<file path="config.mk">
export PLATFORM = sky130hd
export DESIGN_NAME = fekv_seq
export DESIGN_NICKNAME = d
export VERILOG_FILES = /design/src/rtl/fekv_pkg.sv /design/src/rtl/fekv_seq.sv
export SDC_FILE = /design/constraint.sdc
export NUM_CORES = 1
export LEC_CHECK = 0
export BUFFER_PORTS_ARGS = -buffer_cell sky130_fd_sc_hd__buf_2
export CAP_MARGIN = 25
export CORE_AREA = 4 4 185 187
export DETAILED_ROUTE_END_ITERATION = 16
export DIE_AREA = 0 0 189 191
export SLEW_MARGIN = 15
export SYNTH_ARGS = -nofsm -noshare
export SYNTH_HDL_FRONTEND = slang
export SYNTH_SLANG_ARGS = --single-unit
</file>
<file path="constraint.sdc">
create_clock -name clk_i -period 18.5 [get_ports clk_i]
set_input_delay 1.85 -clock clk_i [delete_from_list [all_inputs] [get_ports clk_i]]
set_output_delay 1.85 -clock clk_i [all_outputs]
set_load 0.02 [all_outputs]
</file>
<file path="src/rtl/fekv_pkg.sv">
// Shared types and constants for the FIFO-evicting key/value cache.
package fekv_pkg;

  localparam int KEY_BITS   = 64;
  localparam int WORD_BITS  = 64;
  localparam int LIMIT_BITS = 9;

  localparam logic [LIMIT_BITS-1:0] LIMIT_RESET = 9'd256;

  // Request codes
  localparam logic REQ_LOOKUP = 1'b0;
  localparam logic REQ_INSERT = 1'b1;

  // Result status codes
  typedef enum logic [1:0] {
    ST_MISS     = 2'd0,
    ST_HIT      = 2'd1,
    ST_INSERTED = 2'd2,
    ST_PRESENT  = 2'd3
  } status_e;

endpackage

</file>
<file path="src/rtl/fekv_seq.sv">
// Request sequencer: trim, sequential key scan, append, result register.
module fekv_seq #(
  parameter int CAPACITY = 256,
  parameter int PB       = 64,
  parameter int CW       = 9,
  parameter int PW       = 8
) (
  input  logic                           clk_i,
  input  logic                           rst_ni,
  input  logic [CW-1:0]                  lim_i,
  input  logic                           start_i,
  output logic                           busy_o,
  input  logic                           req_type_i,
  input  logic [fekv_pkg::KEY_BITS-1:0]  key_i,
  input  logic [fekv_pkg::WORD_BITS-1:0] payload_in_i,
  output logic                           done_o,
  output logic [1:0]                     status_o,
  output logic [fekv_pkg::WORD_BITS-1:0] payload_out_o,
  output logic                           rd_en_o,
  output logic [PW-1:0]                  rd_addr_o,
  input  logic [fekv_pkg::KEY_BITS-1:0]  rd_key_i,
  input  logic [PB-1:0]                  rd_pay_i,
  output logic                           wr_en_o,
  output logic [PW-1:0]                  wr_addr_o,
  output logic [fekv_pkg::KEY_BITS-1:0]  wr_key_o,
  output logic [PB-1:0]                  wr_pay_o
);
  import fekv_pkg::*;

  localparam logic [2:0] S_IDLE   = 3'd0;
  localparam logic [2:0] S_TRIM   = 3'd1;
  localparam logic [2:0] S_SCAN   = 3'd2;
  localparam logic [2:0] S_APPEND = 3'd3;

  localparam logic [CW:0] CAP_W = (CW+1)'(CAPACITY);

  logic [2:0]          state_q, state_d;
  logic [PW-1:0]       oldest_q, oldest_d;
  logic [CW-1:0]       count_q, count_d;
  logic [CW-1:0]       idx_q, idx_d;
  logic [PW-1:0]       rd_ptr_q, rd_ptr_d;
  logic                rd_v_q, rd_v_d;
  logic                req_q;
  logic [KEY_BITS-1:0] key_q;
  logic [PB-1:0]       pay_q;
  logic                done_q, done_d;
  status_e             status_q, status_d;
  logic [PB-1:0]       pout_q, pout_d;

  // Shared modular pointer adder
  logic [PW-1:0] add_a;
  logic [CW-1:0] add_b;
  logic [CW:0]   add_raw;
  logic [PW-1:0] add_sum;

  logic accept;
  logic hit;
  logic issue;
  logic over;

  assign accept  = start_i && (state_q == S_IDLE);
  assign over    = count_q > lim_i;
  assign hit     = rd_v_q && (rd_key_i == key_q);
  assign issue   = (state_q == S_SCAN) && (idx_q < count_q) && !hit;

  assign add_raw = (CW+1)'(add_a) + (CW+1)'(add_b);
  assign add_sum = (add_raw >= CAP_W) ? PW'(add_raw - CAP_W) : PW'(add_raw);

  // Select adder operands by step
  always_comb begin
    add_a = oldest_q;
    add_b = '0;
    unique case (state_q)
      S_TRIM:   add_b = over ? (count_q - lim_i) : '0;
      S_SCAN: begin
        add_a = rd_ptr_q;
        add_b = CW'(1);
      end
      S_APPEND: add_b = (count_q >= lim_i) ? CW'(1) : count_q;
      default:  add_b = '0;
    endcase
  end

  // Sequence one request
  always_comb begin
    state_d  = state_q;
    oldest_d = oldest_q;
    count_d  = count_q;
    idx_d    = idx_q;
    rd_ptr_d = rd_ptr_q;
    rd_v_d   = 1'b0;
    done_d   = 1'b0;
    status_d = status_q;
    pout_d   = pout_q;
    wr_en_o  = 1'b0;
    unique case (state_q)
      S_IDLE: begin
        if (accept) state_d = S_TRIM;
      end
      S_TRIM: begin
        // drop oldest entries until the count fits the limit
        oldest_d = add_sum;
        rd_ptr_d = add_sum;
        if (over) count_d = lim_i;
        idx_d    = '0;
        state_d  = S_SCAN;
      end
      S_SCAN: begin
        rd_v_d = issue;
        if (issue) begin
          rd_ptr_d = add_sum;
          idx_d    = idx_q + CW'(1);
        end
        if (hit) begin
          done_d   = 1'b1;
          status_d = (req_q == REQ_INSERT) ? ST_PRESENT : ST_HIT;
          pout_d   = (req_q == REQ_INSERT) ? '0 : rd_pay_i;
          state_d  = S_IDLE;
        end else if (!issue && !rd_v_q) begin
          if (req_q == REQ_LOOKUP) begin
            done_d   = 1'b1;
            status_d = ST_MISS;
            pout_d   = '0;
            state_d  = S_IDLE;
          end else if (lim_i == '0) begin
            done_d   = 1'b1;
            status_d = ST_INSERTED;
            pout_d   = '0;
            state_d  = S_IDLE;
          end else begin
            state_d = S_APPEND;
          end
        end
      end
      S_APPEND: begin
        if (count_q >= lim_i) begin
          // evict oldest to make room
          oldest_d = add_sum;
          count_d  = count_q - CW'(1);
        end else begin
          wr_en_o  = 1'b1;
          count_d  = count_q + CW'(1);
          done_d   = 1'b1;
          status_d = ST_INSERTED;
          pout_d   = '0;
          state_d  = S_IDLE;
        end
      end
      default: state_d = S_IDLE;
    endcase
  end

  // Control state
  always_ff @(posedge clk_i or negedge rst_ni) begin
    if (!rst_ni) begin
      state_q  <= S_IDLE;
      oldest_q <= '0;
      count_q  <= '0;
      idx_q    <= '0;
      rd_ptr_q <= '0;
      rd_v_q   <= 1'b0;
      done_q   <= 1'b0;
    end else begin
      state_q  <= state_d;
      oldest_q <= oldest_d;
      count_q  <= count_d;
      idx_q    <= idx_d;
      rd_ptr_q <= rd_ptr_d;
      rd_v_q   <= rd_v_d;
      done_q   <= done_d;
    end
  end

  // Request and result payload
  always_ff @(posedge clk_i) begin
    if (accept) begin
      req_q <= req_type_i;
      key_q <= key_i;
      pay_q <= payload_in_i[PB-1:0];
    end
    status_q <= status_d;
    pout_q   <= pout_d;
  end

  assign busy_o        = (state_q != S_IDLE);
  assign done_o        = done_q;
  assign status_o      = status_q;
  assign payload_out_o = WORD_BITS'(pout_q);
  assign rd_en_o       = issue;
  assign rd_addr_o     = rd_ptr_q;
  assign wr_addr_o     = add_sum;
  assign wr_key_o      = key_q;
  assign wr_pay_o      = pay_q;

  // Live count never exceeds the store
  a_count_cap: assert property (@(posedge clk_i) disable iff (!rst_ni)
    count_q <= CW'(CAPACITY)) else $error("entry count above capacity");

  // A result beat lasts one cycle and leaves the block idle
  a_done_idle: assert property (@(posedge clk_i) disable iff (!rst_ni)
    done_q |-> (state_q == S_IDLE) && !$past(done_q))
    else $error("result beat not followed by idle");

  // Trim leaves the count within the limit for scan and append
  a_trimmed: assert property (@(posedge clk_i) disable iff (!rst_ni)
    (state_q == S_SCAN || state_q == S_APPEND) |-> count_q <= lim_i)
    else $error("count above limit after trim");

  // Scan never issues past the live window
  a_scan_idx: assert property (@(posedge clk_i) disable iff (!rst_ni)
    (state_q == S_SCAN) |-> idx_q <= count_q)
    else $error("scan index past live entries");

endmodule

</file>
# After elaboration in Yosys (flattened, before gate mapping)
# Index checks and enable logic that the tools add are counted.
# word_totals
register_bits	234
input_bits	269
elab_cells	95
# op_classes
n_addsub	6
magnitude_cmp	4
n_eq_ne	11
mux	43
n_reduce_logical	19
# op_table
op	n
$mux 64	6
$pmux 64 s2	1
$eq 64x64->1	1
$mux 9	5
$pmux 9 s2	2
$mux 8	4
$pmux 8 s2	2
$pmux 9 s3	1
$add 9x1->9 const B	2
$mux 2	8
$mux 3	4
$pmux 3 s4	1
$add 8x9->10	1
$ge 10x9->1 const B	1
$ne 2x2->1 const B	5
$ge 9x9->1	1
$gt 9x9->1	1
$logic_not 9->1	1
$lt 9x9->1	1
$sub 9x1->9 const B	1
$sub 9x9->9	1
$sub 8x1->8 const B	1
$mux 1	7
$eq 3x2->1 const B	2
other kinds (13)	23

# Logic depth before layout (Yosys ltp)
# Gate-level depths: netlist of run 1.
# depth
depth_word	9
ltp_mapped	17

# Worst setup path after synthesis of run 1
# OpenSTA, ideal clock, no wires.
# synth_timing
path_kind	in2reg
from	in start_i
to	reg req_q, enable pin
arrival_time_ns	7.232
setup_slack_ns	10.648
stages	2
n_path_buf	0
path_cell_list	inv_1 nor2_1
# synth_between
elab_chain_cells	1
# synth_lines
item	line	text
from (decl)	fekv_seq.sv:11	input logic start_i,
$logic_and 1x1->1	fekv_seq.sv:61	assign accept = start_i && (state_q == S_IDLE);
via accept	fekv_seq.sv:56	logic accept;
to (signal assigned)	fekv_seq.sv:177	req_q <= req_type_i;
to (decl)	fekv_seq.sv:43	logic req_q;
# The timed path passes the listed nets, and every way through them passes these cells.
# A chain may end at the register's enable or synchronous reset.

# Final worst setup path of run 1
# layout_timing
from	in lim_i[1]
to	out wr_addr_o[7]
# layout_between
elab_chain_cells	6
elab_cells_between_ends	10
classes_between	add/sub: 3; order compare: 3; mux: 4
# layout_lines
item	line	text
from (decl)	fekv_seq.sv:10	input logic [CW-1:0] lim_i,
$sub 9x9->9 (tied with other cells)	fekv_seq.sv:74	S_TRIM: add_b = over ? (count_q - lim_i) : '0;
$mux 9 (on tied branches)	fekv_seq.sv:74, fekv_seq.sv:79	
$pmux 9 s3 *	fekv_seq.sv:73	unique case (state_q)
$add 8x9->10 *	fekv_seq.sv:66	assign add_raw = (CW+1)'(add_a) + (CW+1)'(add_b);
$sub 8x1->8 / $ge 10x9->1 (equally long branches)	fekv_seq.sv:67	assign add_sum = (add_raw >= CAP_W) ? PW'(add_raw - CAP_W) : PW'(add_raw);
$mux 8 *	fekv_seq.sv:67	
to (decl)	fekv_seq.sv:24	output logic [PW-1:0] wr_addr_o,
# Every way passes the cells marked *; elsewhere a longest branch is shown, timed or not.

==> summary.txt, run 1 <==
Die H: 191 µm
CTS H-Tree Depth: 1
Max Slew Vio Count: 0
GRT Total Usage: 0.186
Sinks on Clock Net: 233
ANT nets after route: 0
Cell Pwr Density: 161 nW/µm²
clk buf depth: 3
cell taking the most area after synthesis: edfxtp_1
antenna violations before repair: 16
Syn Area/Cell: 14.5 µm²
total power draw: 2.25 mW
Yosys warning total: 0
vias in the first global route: 7,829
first-pass GRT wire length: 50.2 mm
DIE WIDTH: 189 µm
fill count: 3,126
Final Cycle Share: 0.412
number of synthesized flops with an enable pin: 195
CTS Buf Count: 27
I/O pin count: 483
Reg clk slew, reported paths: 60 ps
GPL Wtd Cong: 0.893
Setup crit end kind: output pin
clock root cell: clkbuf_16
slew margin rel.: 0.392
Clock Skew: 11.7 ps
Post-CTS Resized: 0
die area: 36,100 µm²
number of post-CTS setup repair buffers: 0
ys async rst share: 0.163
largest net degree at the start of global routing: 79
max-cap violations: 0
WHS: 502 ps
count of unique library cells instantiated by Yosys: 59
f_max: 131 MHz
Tightest Pin Transition: 912 ps
final setup fails: 0
final hold vios: 0
CTS Hold Buffers Added: 0
most common flop cell mapped by yosys: edfxtp_1
worst vdd ir: 0.0877 mV
startpoint class of the critical path: primary input
final setup TNS: 0 ps
share of layout cells above drive strength 1: 0.457
main area contributors after synthesis: edfxtp_1, dfrtp_1, xor2_1, ha_1, and2_1
I/O Buffers: 482
final wirelength: 35.3 mm
HPWL after DPL: 28.6 mm
WP data required: 16,650 ps
Pleak: 6.11 nW
CP arrival: 5780 ps
GR Overflow Total: 0
Synth Instances: 706
synthesis-stage register bit count: 233
unrepaired setup endpoints after global routing: no
Initial Utilization: 0.315
Vias: 7,613
register area share after synthesis: 0.666
DRT iter0 DRCs: 427
area grow syn2layout: 36.5%
DRC viols: 0
Core Util, Final: 0.430
CP Max Fanout: 13
CTS tree: built
critical setup path kind: primary input to output pin
Final min period: 7630 ps
share of the synthesized area in the top cell type: 0.573
site row count: 66
routed wire length per instance: 21.2 µm
nets: 1,509
core footprint: 32,500 µm²
Pre-antenna DRT Iters: 5
syn_nets: 1,011
outcome: finished clean
Syn Std Cell Area: 10,200 µm²
Worst Hold Class: flip-flop to flip-flop
routed vias/inst: 4.56
Worst-Skew Late Latency: 530 ps
[state kept, by name, summed over array words and instances, names as in the netlist]
signal	count
req_q	1
state_q	2
wr_pay_o	64
count_q	9
oldest_q	8
rd_addr_o	8
rd_v_q	1
payload_out_o	64
done_o	1
idx_q	9
status_o	2
wr_key_o	64
[synth_stat cells (12+ instances only)]
| library cell | instances |
|---|---|
| inv_1 | 37 |
| nor4_1 | 14 |
| edfxtp_1 | 195 |
| and2_1 | 65 |
| dfrtp_1 | 38 |
| nand2_1 | 28 |
| nor2_1 | 21 |
| mux2_2 | 23 |
| nand3_1 | 12 |
| xnor2_1 | 14 |
| ha_1 | 33 |
| a21oi_1 | 26 |
| o21ai_0 | 13 |
| xor2_1 | 60 |
[kinds of logic after synthesis]
group / synth area share
flops: 0.666
simple gates: 0.103
compound gates: 0.0600
xor+xnor: 0.0634
buf+inv: 0.0263
fa+ha+maj: 0.0463
mux: 0.0342
[per-stage QoR]
step           worst slack [ps]  instance area (µm²)  cells
5_1_grt                   10550                13900   1667
4_1_cts                   10840                13900   1664
6_report                  10870                13900   1670
3_3_place_gp              10970                13100   1615
2_1_floorplan             10650                10200    706
3_5_place_dp              10850                13100   1615
[report_power, final]
group / internal (mW) / switching, mW / total, mW / leakage, nW
clock: 0.281 / 0.209 / 0.490 / 0.399
sequential: 0.729 / 0.0780 / 0.807 / 2.24
combinational: 0.351 / 0.598 / 0.949 / 3.47
total: 1.36 / 0.885 / 2.25 / 6.11
[per-layer routing]
metal / part of all wire / wire length [µm] / global-route usage / vias up
met5: 0.0043 / 152 / 0 / -
met4: 0.022 / 775 / 0.0462 / 24
met3: 0.093 / 3280 / 0.0729 / 60
met2: 0.49 / 17300 / 0.312 / 290
met1: 0.39 / 13800 / 0.227 / 3658
li1: - / - / - / 3581
[final timing paths]
| kind | startpoint | endpoint | slack [ps] | cells past startpoint |
|---|---|---|---|---|
| worst min register to register | oldest_q[0]$_DFFE_PN0P_ | oldest_q[0]$_DFFE_PN0P_ | 500 | 1 |
| min in group asynchronous | rst_ni | rd_addr_o[5]$_DFFE_PN0P_ | 1150 | 1 |
| max in group asynchronous | rst_ni | idx_q[4]$_DFFE_PN0P_ | 16900 | 2 |
| worst min-delay path | oldest_q[0]$_DFFE_PN0P_ | oldest_q[0]$_DFFE_PN0P_ | 500 | 1 |
| worst max register to register | count_q[1]$_DFFE_PN0P_ | oldest_q[7]$_DFFE_PN0P_ | 14180 | 14 |
| worst max-delay path | lim_i[1] | wr_addr_o[7] | 10870 | 16 |
[worst max-delay path, cell delays in order]
cell and delay (ps):
buf_2 100, inv_1 110, ha_1 250, nor2b_1 160
o31a_1 260, o31a_1 270, or3_1 640, nor2_8 280
a22o_1 220, ha_1 240, a21oi_1 180, o211ai_1 140
o41ai_1 350, xnor2_1 180, xor2_1 280, buf_2 260
[final cells by class]
class                      instances  area, µm²  share of cell area
sequential                       233       6810               0.488
antenna                            4       10.0            0.000718
tap                              442        553              0.0397
timing repair buffer             487       2470               0.177
inverter                          37        139             0.00996
clock buffer                      33        698              0.0501
multi-input combinational        418       3160               0.227
clock inverter                    16        105             0.00754
[layout by cell type, fill, tap and decap left out, types with 3 or more instances in the layout]
cell / Yosys / routed
o22ai_1: 5 / 4
buf_2: 2 / 482
nand2_1: 28 / 28
inv_1: 37 / 37
o21a_1: 3 / 3
nand2b_1: 9 / 9
and2_1: 65 / 65
clkbuf_16: 0 / 27
o21ai_0: 13 / 13
xnor2_1: 14 / 14
a22o_1: 8 / 8
nand3_1: 12 / 12
nor2_1: 21 / 20
a31oi_1: 3 / 3
nor2b_1: 4 / 4
fa_1: 3 / 3
or4_1: 5 / 5
o31ai_1: 4 / 4
ha_1: 33 / 33
clkinv_2: 0 / 7
xor2_1: 60 / 60
clkinv_1: 0 / 6
dfrtp_1: 38 / 38
nor4_1: 14 / 14
nand4_1: 6 / 6
nor3_1: 9 / 9
edfxtp_1: 195 / 195
a21o_1: 8 / 8
buf_4: 0 / 3
mux2_2: 23 / 23
diode_2: 0 / 4
a21oi_1: 26 / 26
clkbuf_1: 7 / 6
mux2i_1: 9 / 9
Note: power is estimated with default switching activity, not from simulation.
==> run 2: changes to the inputs <==
--- a/config.mk
+++ b/config.mk
@@ -5,11 +5,12 @@
 export SDC_FILE = /design/constraint.sdc
 export NUM_CORES = 1
 export LEC_CHECK = 0
+export ABC_AREA = 1
 export BUFFER_PORTS_ARGS = -buffer_cell sky130_fd_sc_hd__buf_2
 export CAP_MARGIN = 25
-export CORE_AREA = 4 4 185 187
+export CORE_AREA = 4 4 186 188
 export DETAILED_ROUTE_END_ITERATION = 16
-export DIE_AREA = 0 0 189 191
+export DIE_AREA = 0 0 190 192
 export SLEW_MARGIN = 15
 export SYNTH_ARGS = -nofsm -noshare
 export SYNTH_HDL_FRONTEND = slang
==> constraint.sdc (replaced) <==
create_clock -name clk_i -period 7.8 [get_ports clk_i]
set_input_delay 0.78 -clock clk_i [delete_from_list [all_inputs] [get_ports clk_i]]
set_output_delay 0.78 -clock clk_i [all_outputs]
set_load 0.02 [all_outputs]
==> run 2 against run 1 <==
Die area grew 1.1%. Critical path depth grew 5. Clock skew grew 19 ps. Largest cell class unchanged.
==> summary.txt, run 2 <==
register area share after synthesis: 0.586
antenna violations before repair: 20
worst vdd ir: 0.199 mV
GRT Total Usage: 0.218
placed cell area: 14,500 µm²
WHS: 376 ps
number of post-CTS setup repair buffers: 0
Setup crit end kind: output pin
GR Overflow Total: 0
fin cells: 2,216
reg2reg end: oldest_q[6]$_DFFE_PN0P_
slew margin rel.: 0.345
final setup fails: 0
crit path from: count_q[0]$_DFFE_PN0P_
fill count: 3,227
Worst-Skew Late Latency: 540 ps
routed vias/inst: 4.58
most frequent cells in the layout: buf_2, nand2_1, inv_1
area grow syn2layout: 32.0%
ANT nets after route: 0
unrepaired setup endpoints after global routing: no
die area: 36,500 µm²
Sinks on Clock Net: 233
Syn Area/Cell: 9.35 µm²
CTS Buf Count: 26
HPWL after DPL: 33.5 mm
share of layout cells above drive strength 1: 0.322
Syn Std Cell Area: 11,600 µm²
CP Max Fanout: 4
Pre-antenna DRT Iters: 8
Max Slew Vio Count: 0
most common flop cell mapped by yosys: edfxtp_1
Synth top cells by count: nand2_1, inv_1, edfxtp_1
cells on worst reg2reg path: 17
final hold vios: 0
first-pass GRT wire length: 60.4 mm
I/O pin count: 483
commonest non-fill, non-tap cell in the layout: buf_2
GPL Wtd Cong: 0.929
Pleak: 7.76 nW
Yosys warning total: 0
vias in the first global route: 10.2k
max-cap violations: 0
main area contributors after synthesis: edfxtp_1, nand2_1, dfrtp_1, inv_1, nor2_1
startpoint class of the critical path: flip-flop
Die H: 192 µm
f_max: 198 MHz
Tightest Pin Transition: 983 ps
CP arrival: 4270 ps
Vias: 10.1k
Cell Pwr Density: 358 nW/µm²
share of the synthesized area in the top cell type: 0.504
DP Cell Count: 2,162
final instance area: 15,300 µm²
CTS H-Tree Depth: 1
nets: 2,047
M1 GR Usage: 0.264
cell with the most instances after synthesis: nand2_1
CTS tree: built
cell taking the most area after synthesis: edfxtp_1
busiest layer in global routing: met2
DRC viols: 0
critical setup path kind: flip-flop to output pin
DRT iter0 DRCs: 722
core footprint: 33,100 µm²
final setup TNS: 0 ps
met3 Usage GRT: 0.0756
CTS Hold Buffers Added: 0
ys async rst share: 0.163
Final min period: 5050 ps
Post-CTS Resized: 0
Final Cycle Share: 0.648
WP data required: 7020 ps
Initial Utilization: 0.351
outcome: finished clean
routed wire length per instance: 18.5 µm
Clock Skew: 30.6 ps
r2r setup slk: 4050 ps
clock root cell: clkbuf_16
DIE WIDTH: 190 µm
clk buf depth: 3
site row count: 67
I/O Buffers: 482
count of unique library cells instantiated by Yosys: 41
Worst Hold Class: primary input to async pin
number of synthesized flops with an enable pin: 195
Reg-to-Reg Start: count_q[6]$_DFFE_PN0P_
syn_nets: 1,547
synthesis-stage register bit count: 233
Reg clk slew, reported paths: 60 ps
Synth Instances: 1,242
met2 usage: 0.367
largest net degree at the start of global routing: 76
final wirelength: 41.0 mm
Core Util, Final: 0.463
## run 2: cell types whose count changed in the layout (fill, tap and decap cells not counted), moves of 20 or more
cell     previous run  this run
nand2_1            28       331
inv_1              37       232
nor2_1             20       156
and2_1             65         3
xor2_1             60        26
nor2_2              0        33
mux2_2             23         0
o21ai_0            13        33
## run 2: cell families after synthesis
logic type	after synthesis	share of synthesized area
flip-flops	233	0.586
AO/OA/AOI/OAI	81	0.0400
buffers and inverters	247	0.0853
AND/OR/NAND/NOR	610	0.221
adder cells (fa/ha/maj)	36	0.0407
XOR/XNOR	35	0.0264
## run 2: routing by layer
metal / wire, µm / vias to the layer above
met4: 1250 / 26
li1: - / 4971
met2: 19900 / 376
met5: 158 / -
met3: 3740 / 93
met1: 15900 / 4683
## run 2: per-stage QoR
stage                     setup WS (ps)  power, mW
after global placement             2790       4.35
after CTS                          2730       5.56
after floorplan                    1050       3.56
after detailed placement           2800       4.37
final                              2750       5.49
after global routing               2390       5.88
## run 2: worst max-delay path by stage
stage	cells past startpoint	end
after detailed placement	21	wr_addr_o[6]
after CTS	16	wr_addr_o[6]
after floorplan	2	req_q$_DFFE_PP_
final	21	wr_addr_o[7]
after global placement	21	wr_addr_o[6]
after global routing	16	wr_addr_o[6]
## run 2: final cells by class
class                      count  area, µm²  share of cell area
inverter                     233        875              0.0571
antenna                        7       17.5             0.00114
clock inverter                12       83.8             0.00547
clock buffer                  35        716              0.0467
sequential                   233       6810               0.444
tap                          448        561              0.0366
timing repair buffer         486       2440               0.159
multi-input combinational    762       3830               0.250
## run 2: worst max-delay path, stage by stage, from the launching register on
cell and delay, ps:
dfrtp_1 420, inv_1 160, ha_1 210, inv_1 80, fa_1 410, inv_1 80, nor2_1 40, a211oi_1 280
nor2_1 80, o21ai_0 170, nand2_1 80, xor2_1 140, o21ai_0 300, ha_1 340, nand2_1 100, a21oi_1 50
a211oi_1 160, and2_1 170, inv_1 40, nand3_1 110, and2_1 160, buf_2 170
## run 2: power breakdown
part           internal, mW  leakage [nW]  switching, mW
Clock                 0.672         0.386          0.488
Sequential             1.82          2.31          0.188
Combinational         0.693          5.06           1.63
